--- src/rtl/core/descending_sorted_list_store_assert.svh ---
// assertion macros for the descending sorted list store
`ifndef DESCENDING_SORTED_LIST_STORE_ASSERT_SVH
`define DESCENDING_SORTED_LIST_STORE_ASSERT_SVH

// same-cycle implication, disabled while in reset
`define DSLS_ASSERT_NOW(label, clk, rst_n, ante, cons) \
    label: assert property (@(posedge clk) disable iff (!rst_n) (ante) |-> (cons)) \
        else $error("dsls assertion failed");

// next-cycle implication, disabled while in reset
`define DSLS_ASSERT_NEXT(label, clk, rst_n, ante, cons) \
    label: assert property (@(posedge clk) disable iff (!rst_n) (ante) |=> (cons)) \
        else $error("dsls assertion failed");

`endif

--- src/rtl/core/dsls_pkg.sv ---
// shared types and codes for the descending sorted list store
`default_nettype none

package dsls_pkg;

    typedef logic [1:0] t_op;
    typedef logic [1:0] t_status;

    localparam t_op OP_INSERT = 2'd0;
    localparam t_op OP_REMOVE = 2'd1;
    localparam t_op OP_READ   = 2'd2;

    localparam t_status ST_OK     = 2'd0;
    localparam t_status ST_FULL   = 2'd1;
    localparam t_status ST_EMPTY  = 2'd2;
    localparam t_status ST_BADIDX = 2'd3;

    // commands from controller to datapath
    typedef struct packed {
        logic cap;        // capture a new operation
        logic ins_init;   // hole at count, read the last entry
        logic ins_step;   // move smaller entry up, hole down
        logic ins_fin;    // write value into the hole
        logic rm_init;    // pointer to index, read it
        logic keep_data;  // latch read data as result data
        logic rd_next;    // read the entry after the pointer
        logic rm_step;    // move entry down, pointer up
        logic finish;     // update count and present the result
    } t_dp_cmd;

    // status from datapath to controller
    typedef struct packed {
        t_status chk;       // outcome of the full/empty/index checks
        logic    op_ins;
        logic    op_rm;
        logic    cnt_zero;
        logic    hole_one;
        logic    smaller;   // read entry is below the inserted value
        logic    more1;     // pointer + 1 below count
        logic    more2;     // pointer + 2 below count
    } t_dp_stat;

endpackage

`default_nettype wire

--- src/rtl/core/dsls_dpath.sv ---
// datapath: entry memory, count, pointer and result registers
`default_nettype none

module dsls_dpath
    import dsls_pkg::*;
#(
    parameter int CAPACITY = 64
) (
    input  wire logic               i_clk,
    input  wire logic               i_rst_n,
    input  wire t_op                i_op,
    input  wire logic signed [31:0] i_value,
    input  wire logic        [6:0]  i_index,
    input  wire t_dp_cmd            i_cmd,
    output t_dp_stat                o_stat,
    output logic                    o_valid,
    output t_status                 o_status,
    output logic signed [31:0]      o_data,
    output logic        [6:0]       o_count,
    output logic                    o_is_full,
    output logic                    o_is_empty
);

    localparam int AW = (CAPACITY > 1) ? $clog2(CAPACITY) : 1;
    localparam int CW = $clog2(CAPACITY + 1);
    localparam int XW = (CW > 7) ? CW : 7;

    logic [31:0]   mem [CAPACITY];

    t_op           r_op;
    logic [31:0]   r_value;
    logic [6:0]    r_index;
    logic [CW-1:0] r_count;
    logic [CW-1:0] n_count;
    logic [CW-1:0] r_ptr;
    logic [CW-1:0] n_ptr;
    logic [31:0]   r_rdata;
    logic [31:0]   r_data;

    logic          r_valid;
    t_status       r_status;
    logic [31:0]   r_o_data;
    logic [6:0]    r_o_count;
    logic          r_full;
    logic          r_empty;

    logic [XW-1:0] cnt_x;
    logic [XW-1:0] idx_x;
    logic [XW-1:0] ncnt_x;
    logic [CW-1:0] cnt_m1;
    logic [CW-1:0] ptr_m2;
    logic [CW:0]   ptr_p1;
    logic [CW:0]   ptr_p2;
    t_status       chk;

    logic          rd_en;
    logic [AW-1:0] rd_addr;
    logic          wr_en;
    logic [AW-1:0] wr_addr;
    logic [31:0]   wr_data;

    // arithmetic helpers
    always_comb begin
        cnt_x  = XW'(r_count);
        idx_x  = XW'(r_index);
        cnt_m1 = r_count - CW'(1);
        ptr_m2 = r_ptr - CW'(2);
        ptr_p1 = {1'b0, r_ptr} + (CW+1)'(1);
        ptr_p2 = {1'b0, r_ptr} + (CW+1)'(2);
    end

    // full, empty and index checks in the fixed order
    always_comb begin
        unique case (r_op)
            OP_INSERT: begin
                if (cnt_x == XW'(CAPACITY)) begin
                    chk = ST_FULL;
                end else if (idx_x > cnt_x) begin
                    chk = ST_BADIDX;
                end else begin
                    chk = ST_OK;
                end
            end
            OP_REMOVE, OP_READ: begin
                if (r_count == '0) begin
                    chk = ST_EMPTY;
                end else if (idx_x >= cnt_x) begin
                    chk = ST_BADIDX;
                end else begin
                    chk = ST_OK;
                end
            end
            default: chk = ST_BADIDX;
        endcase
    end

    // status to the controller
    always_comb begin
        o_stat.chk      = chk;
        o_stat.op_ins   = (r_op == OP_INSERT);
        o_stat.op_rm    = (r_op == OP_REMOVE);
        o_stat.cnt_zero = (r_count == '0);
        o_stat.hole_one = (r_ptr == CW'(1));
        o_stat.smaller  = ($signed(r_rdata) < $signed(r_value));
        o_stat.more1    = (ptr_p1 < {1'b0, r_count});
        o_stat.more2    = (ptr_p2 < {1'b0, r_count});
    end

    // memory port and pointer control
    always_comb begin
        rd_en   = 1'b0;
        rd_addr = '0;
        wr_en   = 1'b0;
        wr_addr = r_ptr[AW-1:0];
        wr_data = r_rdata;
        n_ptr   = r_ptr;
        if (i_cmd.ins_init) begin
            n_ptr   = r_count;
            rd_en   = (r_count != '0);
            rd_addr = cnt_m1[AW-1:0];
        end
        if (i_cmd.ins_step) begin
            wr_en   = 1'b1;
            n_ptr   = r_ptr - CW'(1);
            rd_en   = (r_ptr != CW'(1));
            rd_addr = ptr_m2[AW-1:0];
        end
        if (i_cmd.ins_fin) begin
            wr_en   = 1'b1;
            wr_data = r_value;
        end
        if (i_cmd.rm_init) begin
            n_ptr   = idx_x[CW-1:0];
            rd_en   = 1'b1;
            rd_addr = idx_x[AW-1:0];
        end
        if (i_cmd.rd_next) begin
            rd_en   = 1'b1;
            rd_addr = ptr_p1[AW-1:0];
        end
        if (i_cmd.rm_step) begin
            wr_en   = 1'b1;
            n_ptr   = ptr_p1[CW-1:0];
            rd_en   = o_stat.more2;
            rd_addr = ptr_p2[AW-1:0];
        end
    end

    // count after the operation
    always_comb begin
        n_count = r_count;
        if (chk == ST_OK && r_op == OP_INSERT) begin
            n_count = r_count + CW'(1);
        end else if (chk == ST_OK && r_op == OP_REMOVE) begin
            n_count = r_count - CW'(1);
        end
        ncnt_x = XW'(n_count);
    end

    // entry memory with registered read
    always_ff @(posedge i_clk) begin
        if (wr_en) begin
            mem[wr_addr] <= wr_data;
        end
        if (rd_en) begin
            r_rdata <= mem[rd_addr];
        end
    end

    // operation and result payload
    always_ff @(posedge i_clk) begin
        r_ptr <= n_ptr;
        if (i_cmd.cap) begin
            r_op    <= i_op;
            r_value <= i_value;
            r_index <= i_index;
            r_data  <= '0;
        end else if (i_cmd.keep_data) begin
            r_data <= r_rdata;
        end
        if (i_cmd.finish) begin
            r_status  <= chk;
            // entry read in the finishing cycle goes straight to the result
            r_o_data  <= i_cmd.keep_data ? r_rdata : r_data;
            r_o_count <= ncnt_x[6:0];
            r_full    <= (ncnt_x == XW'(CAPACITY));
            r_empty   <= (n_count == '0);
        end
    end

    // count and result strobe
    always_ff @(posedge i_clk) begin
        if (!i_rst_n) begin
            r_count <= '0;
            r_valid <= 1'b0;
        end else begin
            r_valid <= i_cmd.finish;
            if (i_cmd.finish) begin
                r_count <= n_count;
            end
        end
    end

    assign o_valid    = r_valid;
    assign o_status   = r_status;
    assign o_data     = r_o_data;
    assign o_count    = r_o_count;
    assign o_is_full  = r_full;
    assign o_is_empty = r_empty;

endmodule

`default_nettype wire

--- src/rtl/core/dsls_ctrl.sv ---
// controller state machine sequencing the memory walks
`default_nettype none

module dsls_ctrl
    import dsls_pkg::*;
(
    input  wire logic     i_clk,
    input  wire logic     i_rst_n,
    input  wire logic     i_start,
    input  wire t_dp_stat i_stat,
    output t_dp_cmd       o_cmd,
    output logic          o_busy
);

    localparam logic [2:0] S_IDLE     = 3'd0;
    localparam logic [2:0] S_CHECK    = 3'd1;
    localparam logic [2:0] S_INS_CMP  = 3'd2;
    localparam logic [2:0] S_INS_FIN  = 3'd3;
    localparam logic [2:0] S_RM_FIRST = 3'd4;
    localparam logic [2:0] S_RM_SHIFT = 3'd5;
    localparam logic [2:0] S_RD_DATA  = 3'd6;

    logic [2:0] r_state;
    logic [2:0] n_state;

    // next state and datapath commands
    always_comb begin
        n_state = r_state;
        o_cmd   = '0;
        unique case (r_state)
            S_IDLE: begin
                if (i_start) begin
                    o_cmd.cap = 1'b1;
                    n_state   = S_CHECK;
                end
            end
            S_CHECK: begin
                if (i_stat.chk != ST_OK) begin
                    o_cmd.finish = 1'b1;
                    n_state      = S_IDLE;
                end else if (i_stat.op_ins) begin
                    o_cmd.ins_init = 1'b1;
                    n_state        = i_stat.cnt_zero ? S_INS_FIN : S_INS_CMP;
                end else begin
                    o_cmd.rm_init = 1'b1;
                    n_state       = i_stat.op_rm ? S_RM_FIRST : S_RD_DATA;
                end
            end
            S_INS_CMP: begin
                if (i_stat.smaller) begin
                    o_cmd.ins_step = 1'b1;
                    n_state        = i_stat.hole_one ? S_INS_FIN : S_INS_CMP;
                end else begin
                    n_state = S_INS_FIN;
                end
            end
            S_INS_FIN: begin
                o_cmd.ins_fin = 1'b1;
                o_cmd.finish  = 1'b1;
                n_state       = S_IDLE;
            end
            S_RM_FIRST: begin
                o_cmd.keep_data = 1'b1;
                if (i_stat.more1) begin
                    o_cmd.rd_next = 1'b1;
                    n_state       = S_RM_SHIFT;
                end else begin
                    o_cmd.finish = 1'b1;
                    n_state      = S_IDLE;
                end
            end
            S_RM_SHIFT: begin
                o_cmd.rm_step = 1'b1;
                if (!i_stat.more2) begin
                    o_cmd.finish = 1'b1;
                    n_state      = S_IDLE;
                end
            end
            S_RD_DATA: begin
                o_cmd.keep_data = 1'b1;
                o_cmd.finish    = 1'b1;
                n_state         = S_IDLE;
            end
            default: begin
                n_state = S_IDLE;
            end
        endcase
    end

    // state register
    always_ff @(posedge i_clk) begin
        if (!i_rst_n) begin
            r_state <= S_IDLE;
        end else begin
            r_state <= n_state;
        end
    end

    assign o_busy = (r_state != S_IDLE);

endmodule

`default_nettype wire

--- src/rtl/core/descending_sorted_list_store.sv ---
// Sorted list store: one operation at a time, busy high from the transfer until the result.
// Reads pass through the check and read-data states before the result strobe, and failed
// operations finish from the check state. Remove shifts the entries after the index down and
// insert shifts smaller entries up, one entry per cycle, via the memory's read and write ports.
// Synchronous active-low reset empties the list; entry memory is not cleared.
// The strobe lasts one cycle and cannot be held off by the receiver.
`default_nettype none

`include "descending_sorted_list_store_assert.svh"

module descending_sorted_list_store
    import dsls_pkg::*;
#(
    parameter int CAPACITY = 64
) (
    input  wire logic               i_clk,
    input  wire logic               i_rst_n,
    input  wire logic               start,
    output logic                    busy,
    input  wire logic        [1:0]  i_op,
    input  wire logic signed [31:0] i_value,
    input  wire logic        [6:0]  i_index,
    output logic                    o_valid,
    output logic             [1:0]  o_status,
    output logic signed      [31:0] o_data,
    output logic             [6:0]  o_count,
    output logic                    o_is_full,
    output logic                    o_is_empty
);

    t_dp_cmd  dp_cmd;
    t_dp_stat dp_stat;

    // sequencing
    dsls_ctrl u_ctrl (
        .i_clk   (i_clk),
        .i_rst_n (i_rst_n),
        .i_start (start),
        .i_stat  (dp_stat),
        .o_cmd   (dp_cmd),
        .o_busy  (busy)
    );

    // storage and result
    dsls_dpath #(
        .CAPACITY (CAPACITY)
    ) u_dpath (
        .i_clk      (i_clk),
        .i_rst_n    (i_rst_n),
        .i_op       (i_op),
        .i_value    (i_value),
        .i_index    (i_index),
        .i_cmd      (dp_cmd),
        .o_stat     (dp_stat),
        .o_valid    (o_valid),
        .o_status   (o_status),
        .o_data     (o_data),
        .o_count    (o_count),
        .o_is_full  (o_is_full),
        .o_is_empty (o_is_empty)
    );

    // an accepted transfer always starts work
    `DSLS_ASSERT_NEXT(a_start_busy, i_clk, i_rst_n, start && !busy, busy)
    // the result comes out only once the controller is back to idle
    `DSLS_ASSERT_NOW(a_valid_idle, i_clk, i_rst_n, o_valid, !busy && $past(busy))
    // the result strobe is a single cycle
    `DSLS_ASSERT_NEXT(a_valid_pulse, i_clk, i_rst_n, o_valid, !o_valid)

endmodule

`default_nettype wire
--- config.mk ---
export PLATFORM = sky130hd
export DESIGN_NAME = descending_sorted_list_store
export DESIGN_NICKNAME = d
export VERILOG_FILES = /design/src/rtl/core/dsls_pkg.sv /design/src/rtl/core/dsls_dpath.sv /design/src/rtl/core/dsls_ctrl.sv /design/src/rtl/core/descending_sorted_list_store.sv
export VERILOG_INCLUDE_DIRS = /design/src /design/src/rtl/core
export SDC_FILE = /design/constraint.sdc
export NUM_CORES = 2
export LEC_CHECK = 0
export CORE_MARGIN = 2
export CORE_UTILIZATION = 50
export DETAILED_ROUTE_END_ITERATION = 8
export DONT_BUFFER_PORTS = 1
export PLACE_DENSITY = 0.64
export SYNTH_ARGS = -nofsm -noshare
export SYNTH_HDL_FRONTEND = slang
export SYNTH_HIERARCHICAL = 1
export SYNTH_SLANG_ARGS = --single-unit
--- constraint.sdc ---
create_clock -name i_clk -period 6.8 [get_ports i_clk]
set_input_delay 0 -clock i_clk [delete_from_list [all_inputs] [get_ports i_clk]]
set_output_delay 0 -clock i_clk [all_outputs]
set_load 0.05 [all_outputs]
==> flow_summary.ini <==
[timing]
setup_slack_ns = 0.2545
hold_viol = 0
fin_crit_ns = 6.545
max_freq_mhz = 152.8
fin_tns_setup_ns = 0
final.period_utilization_pct = 96.26
drv_slew = 0
finalSetupViolCount = 0
skew_ns = 0.02659
rsz0062_at_grt = false
worstMarginPinSlew_ns = 1.461
maxSlewHeadroom_pct = 2.596

[synthesis]
synth-edff-count = 2171
synth_nets = 4947
synth_ff_type = edfxtp_1
ys_warn_count = 6
synth_seq_cells = 2214
synth_cells = 4840
async_flop_share_pct = 0
netlist.area_leader.share_pct = 74.44
synth_area_leader_cell = edfxtp_1
synth.distinct_cells = 75
seq_area_frac_synth_pct = 75.42
synth_area_per_cell_um2 = 18.10
syn_area_um2 = 87580
ys_top_cells_by_area = edfxtp_1, mux2_2, mux2i_1

[placement]
port_buffers = 0
dp_hpwl_um = 137600
pre_cts_ws_ns = 0.2507
gp_congestion = 0.9379

[clock_network]
cts_htree_levels = 4
numClockSinks = 2214
cts_tree = built
clock_latency_ns = 0.87
numCtsBuffers = 218
path_clk_slew_ns = 0.06
cts_root_buffer = clkbuf_16
post_cts.repair.setup_buffers = 0
ctsLongestPathBuffers = 3

[global_route]
grt_pass1_wl_um = 340500
antenna_found_initial = 3
grt_max_degree = 77
grt_overflow = 0
grt_pass1_vias = 47218
grt_util_all_layers_pct = 26.31

[worst_setup_path]
slowest_delay_ns = 0.79
path_cells = ha_1 -> nor2b_1 -> o21ai_0 -> nand2b_1 -> a21oi_1 -> o221ai_1 -> a21oi_1 -> a22o_1 -> and3_2 -> nand2b_1 -> o2111a_1 -> a21o_4 -> buf_12 -> buf_12 -> mux2_2 -> o22ai_1 -> a221oi_1 -> a22oi_1 -> nand4_1
path_class = flop to flop
critPathLaunchType = flop
r2r-start = u_dpath/r_rdata[18]$_DFFE_PP_
crit_path_end_kind = flop
path_max_fanout = 76
critPathTopFamily = compound AO/OA/AOI/OAI gates
critPathRequiredTime_ns = 7.35
worstPathBufferInverterCount = 2
crit_start = u_dpath/r_rdata[18]$_DFFE_PP_
r2r_slack_ns = 0.25
critPathArrivalTime_ns = 7.09
cp_slowest_cell = a22oi_1

[route]
vias_per_cell = 6.274
drt_wl_total_um = 237400
drtIter0Drc = 6174
routedWlPerCell_um = 31.02
dr_total_vias = 48022
ant_nets = 0
drc = 0
drtPass1Iterations = 5

[power]
internal_power_mw = 23.51
ir_worst_vdd_mv = 0.2918
combinationalPowerShare_pct = 14.5
power.clock.fraction_pct = 35.7
p_seq_share_pct = 49.8
leakagePower_nw = 35.49
p_sw_mw = 8.340
swShare_pct = 26.19
power_density_nw_per_um2 = 317.7

[flow_run]
cap_viol_max_count = 0

[worst_hold_path]
hold_path.class = primary input to flop
hold_start = i_rst_n

[die]
dieArea_um2 = 178500
core-area_um2 = 174000
start_util_pct = 50.33
row_count = 153
io_pins = 89
die_w_um = 422.5
die_h_um = 422.5

[layout]
diodes = 0
syn_to_final_growth_pct = 14.44
drive_gt1_share_pct = 23.55
nets = 5257

[outcome]
status = finished, final reports clean
## cells in the final DEF, fill, tap and decap left out, types with 21 or more instances in the layout
cell           instances
buf_4                251
inv_1                 61
a221oi_1             253
nand2_1               53
edfxtp_1            2171
mux2i_1              507
dfxtp_1               43
clkbuf_16            223
clkinv_1              61
mux2_2               569
nand4_1               55
nor2_1                28
clkinv_2              31
buf_12                48
nor2_4                66
clkbuf_1              55
ha_1                  63
xnor2_1               21
o22ai_1              253
a21oi_1               28
dlygate4sd3_1         85
nor2b_1               40
a22oi_1              127
## layer usage
layer	global-route usage (%)	wire length, um	vias up
li1	-	-	20391
met1	36.91	97240	24966
met2	41.58	111300	2282
met3	4.312	19910	383
met4	9.821	8991	0
met5	0	0	-
## flip-flops by register name (all words and copies together) (netlist names), 2 cells and up
name              flops
u_dpath/r_op          2
u_dpath/r_data       32
u_ctrl/r_state        3
u_dpath/mem        2048
u_dpath/o_count       7
u_dpath/o_status      2
u_dpath/r_value      32
u_dpath/idx_x         7
u_dpath/o_data       32
u_dpath/cnt_x         7
u_dpath/r_ptr         7
u_dpath/r_rdata      32
## logic make-up (layout without fill, tap and decap cells)
family | after synthesis | count (layout) | share of synthesized area, %
buffers and inverters | 356 | 845 | 1.673
adders and majority gates | 63 | 63 | 0.9000
muxes | 1080 | 1080 | 13.20
xor gates and xnor gates | 26 | 26 | 0.2600
and+or+nand+nor | 339 | 339 | 2.064
DFF | 2214 | 2214 | 75.42
AOI/OAI and AO/OA | 762 | 762 | 6.484
## per-stage QoR
step / hold slack [ns] / std cells / utilization (%) / power (mW) / cell area (um^2)
finish: 0.1175 / 7654 / 57.60 / 31.85 / 100200
global route: 0.1333 / 7654 / 57.60 / 32.70 / 100200
CTS: 0.07383 / 7654 / 57.59 / 31.95 / 100200
detailed placement: 0.09892 / 7170 / 53.26 / 20.67 / 92690
global placement: 0.09895 / 7170 / 53.26 / 20.63 / 92690
floorplan: 0.09887 / 4840 / - / 18.76 / 87580
## final timing paths
check,to,cells past startpoint
setup / recovery,u_dpath/r_rdata[18]$_DFFE_PP_,19
hold / removal,u_dpath/cnt_x[0]$_SDFFE_PN0P_,2
setup reg to reg,u_dpath/r_rdata[18]$_DFFE_PP_,19
hold reg to reg,u_dpath/o_data[5]$_DFFE_PP_,1
## repair_timing
item,4_1_cts,5_1_grt
hold buffers,85,0
gates resized for setup,0,1
endpoints found under the hold margin,125,0
endpoints found under the setup margin,0,1
## worst reg2reg max path, stage by stage (launching register included)
cell and delay, ns:
edfxtp_1 0.78, ha_1 0.37, nor2b_1 0.13, o21ai_0 0.16, nand2b_1 0.09, a21oi_1 0.14
o221ai_1 0.16, a21oi_1 0.21, a22o_1 0.24, and3_2 0.47, nand2b_1 0.32, o2111a_1 0.26
a21o_4 0.48, buf_12 0.30, buf_12 0.40, mux2_2 0.51, o22ai_1 0.17, a221oi_1 0.09
a22oi_1 0.79, nand4_1 0.17
## power by group through the flow
stage / sequential [mW] / combinational (mW) / clock [mW]
6_report: 15.8 / 4.62 / 11.4
3_3_place_gp: 16.1 / 4.50 / 0
2_1_floorplan: 16.0 / 2.72 / 0
5_1_grt: 15.9 / 4.84 / 12.0
4_1_cts: 15.8 / 4.60 / 11.5
3_5_place_dp: 16.1 / 4.54 / 0
## synth_stat cells (20+ instances only)
cell type,count
a21oi_1,29
a221oi_1,253
a22oi_1,128
buf_1,36
buf_2,25
clkbuf_1,218
dfxtp_1,43
edfxtp_1,2171
ha_1,63
inv_1,61
mux2_2,570
mux2i_1,507
nand2_1,55
nand4_1,55
nor2_1,95
nor2b_1,41
o21ai_0,20
o22ai_1,253
xnor2_1,21
## final cells by class
| class | count | area (um^2) |
|---|---|---|
| clock buffers | 280 | 5814 |
| flip-flops and latches | 2214 | 66050 |
| inverters | 62 | 232.7 |
| clock inverters | 119 | 870.8 |
| fillers | 12858 | 73780 |
| multi-input cells | 2270 | 20650 |
| well taps | 2325 | 2909 |
| repair buffers | 384 | 3696 |
Power figures use the tool's default switching activity.
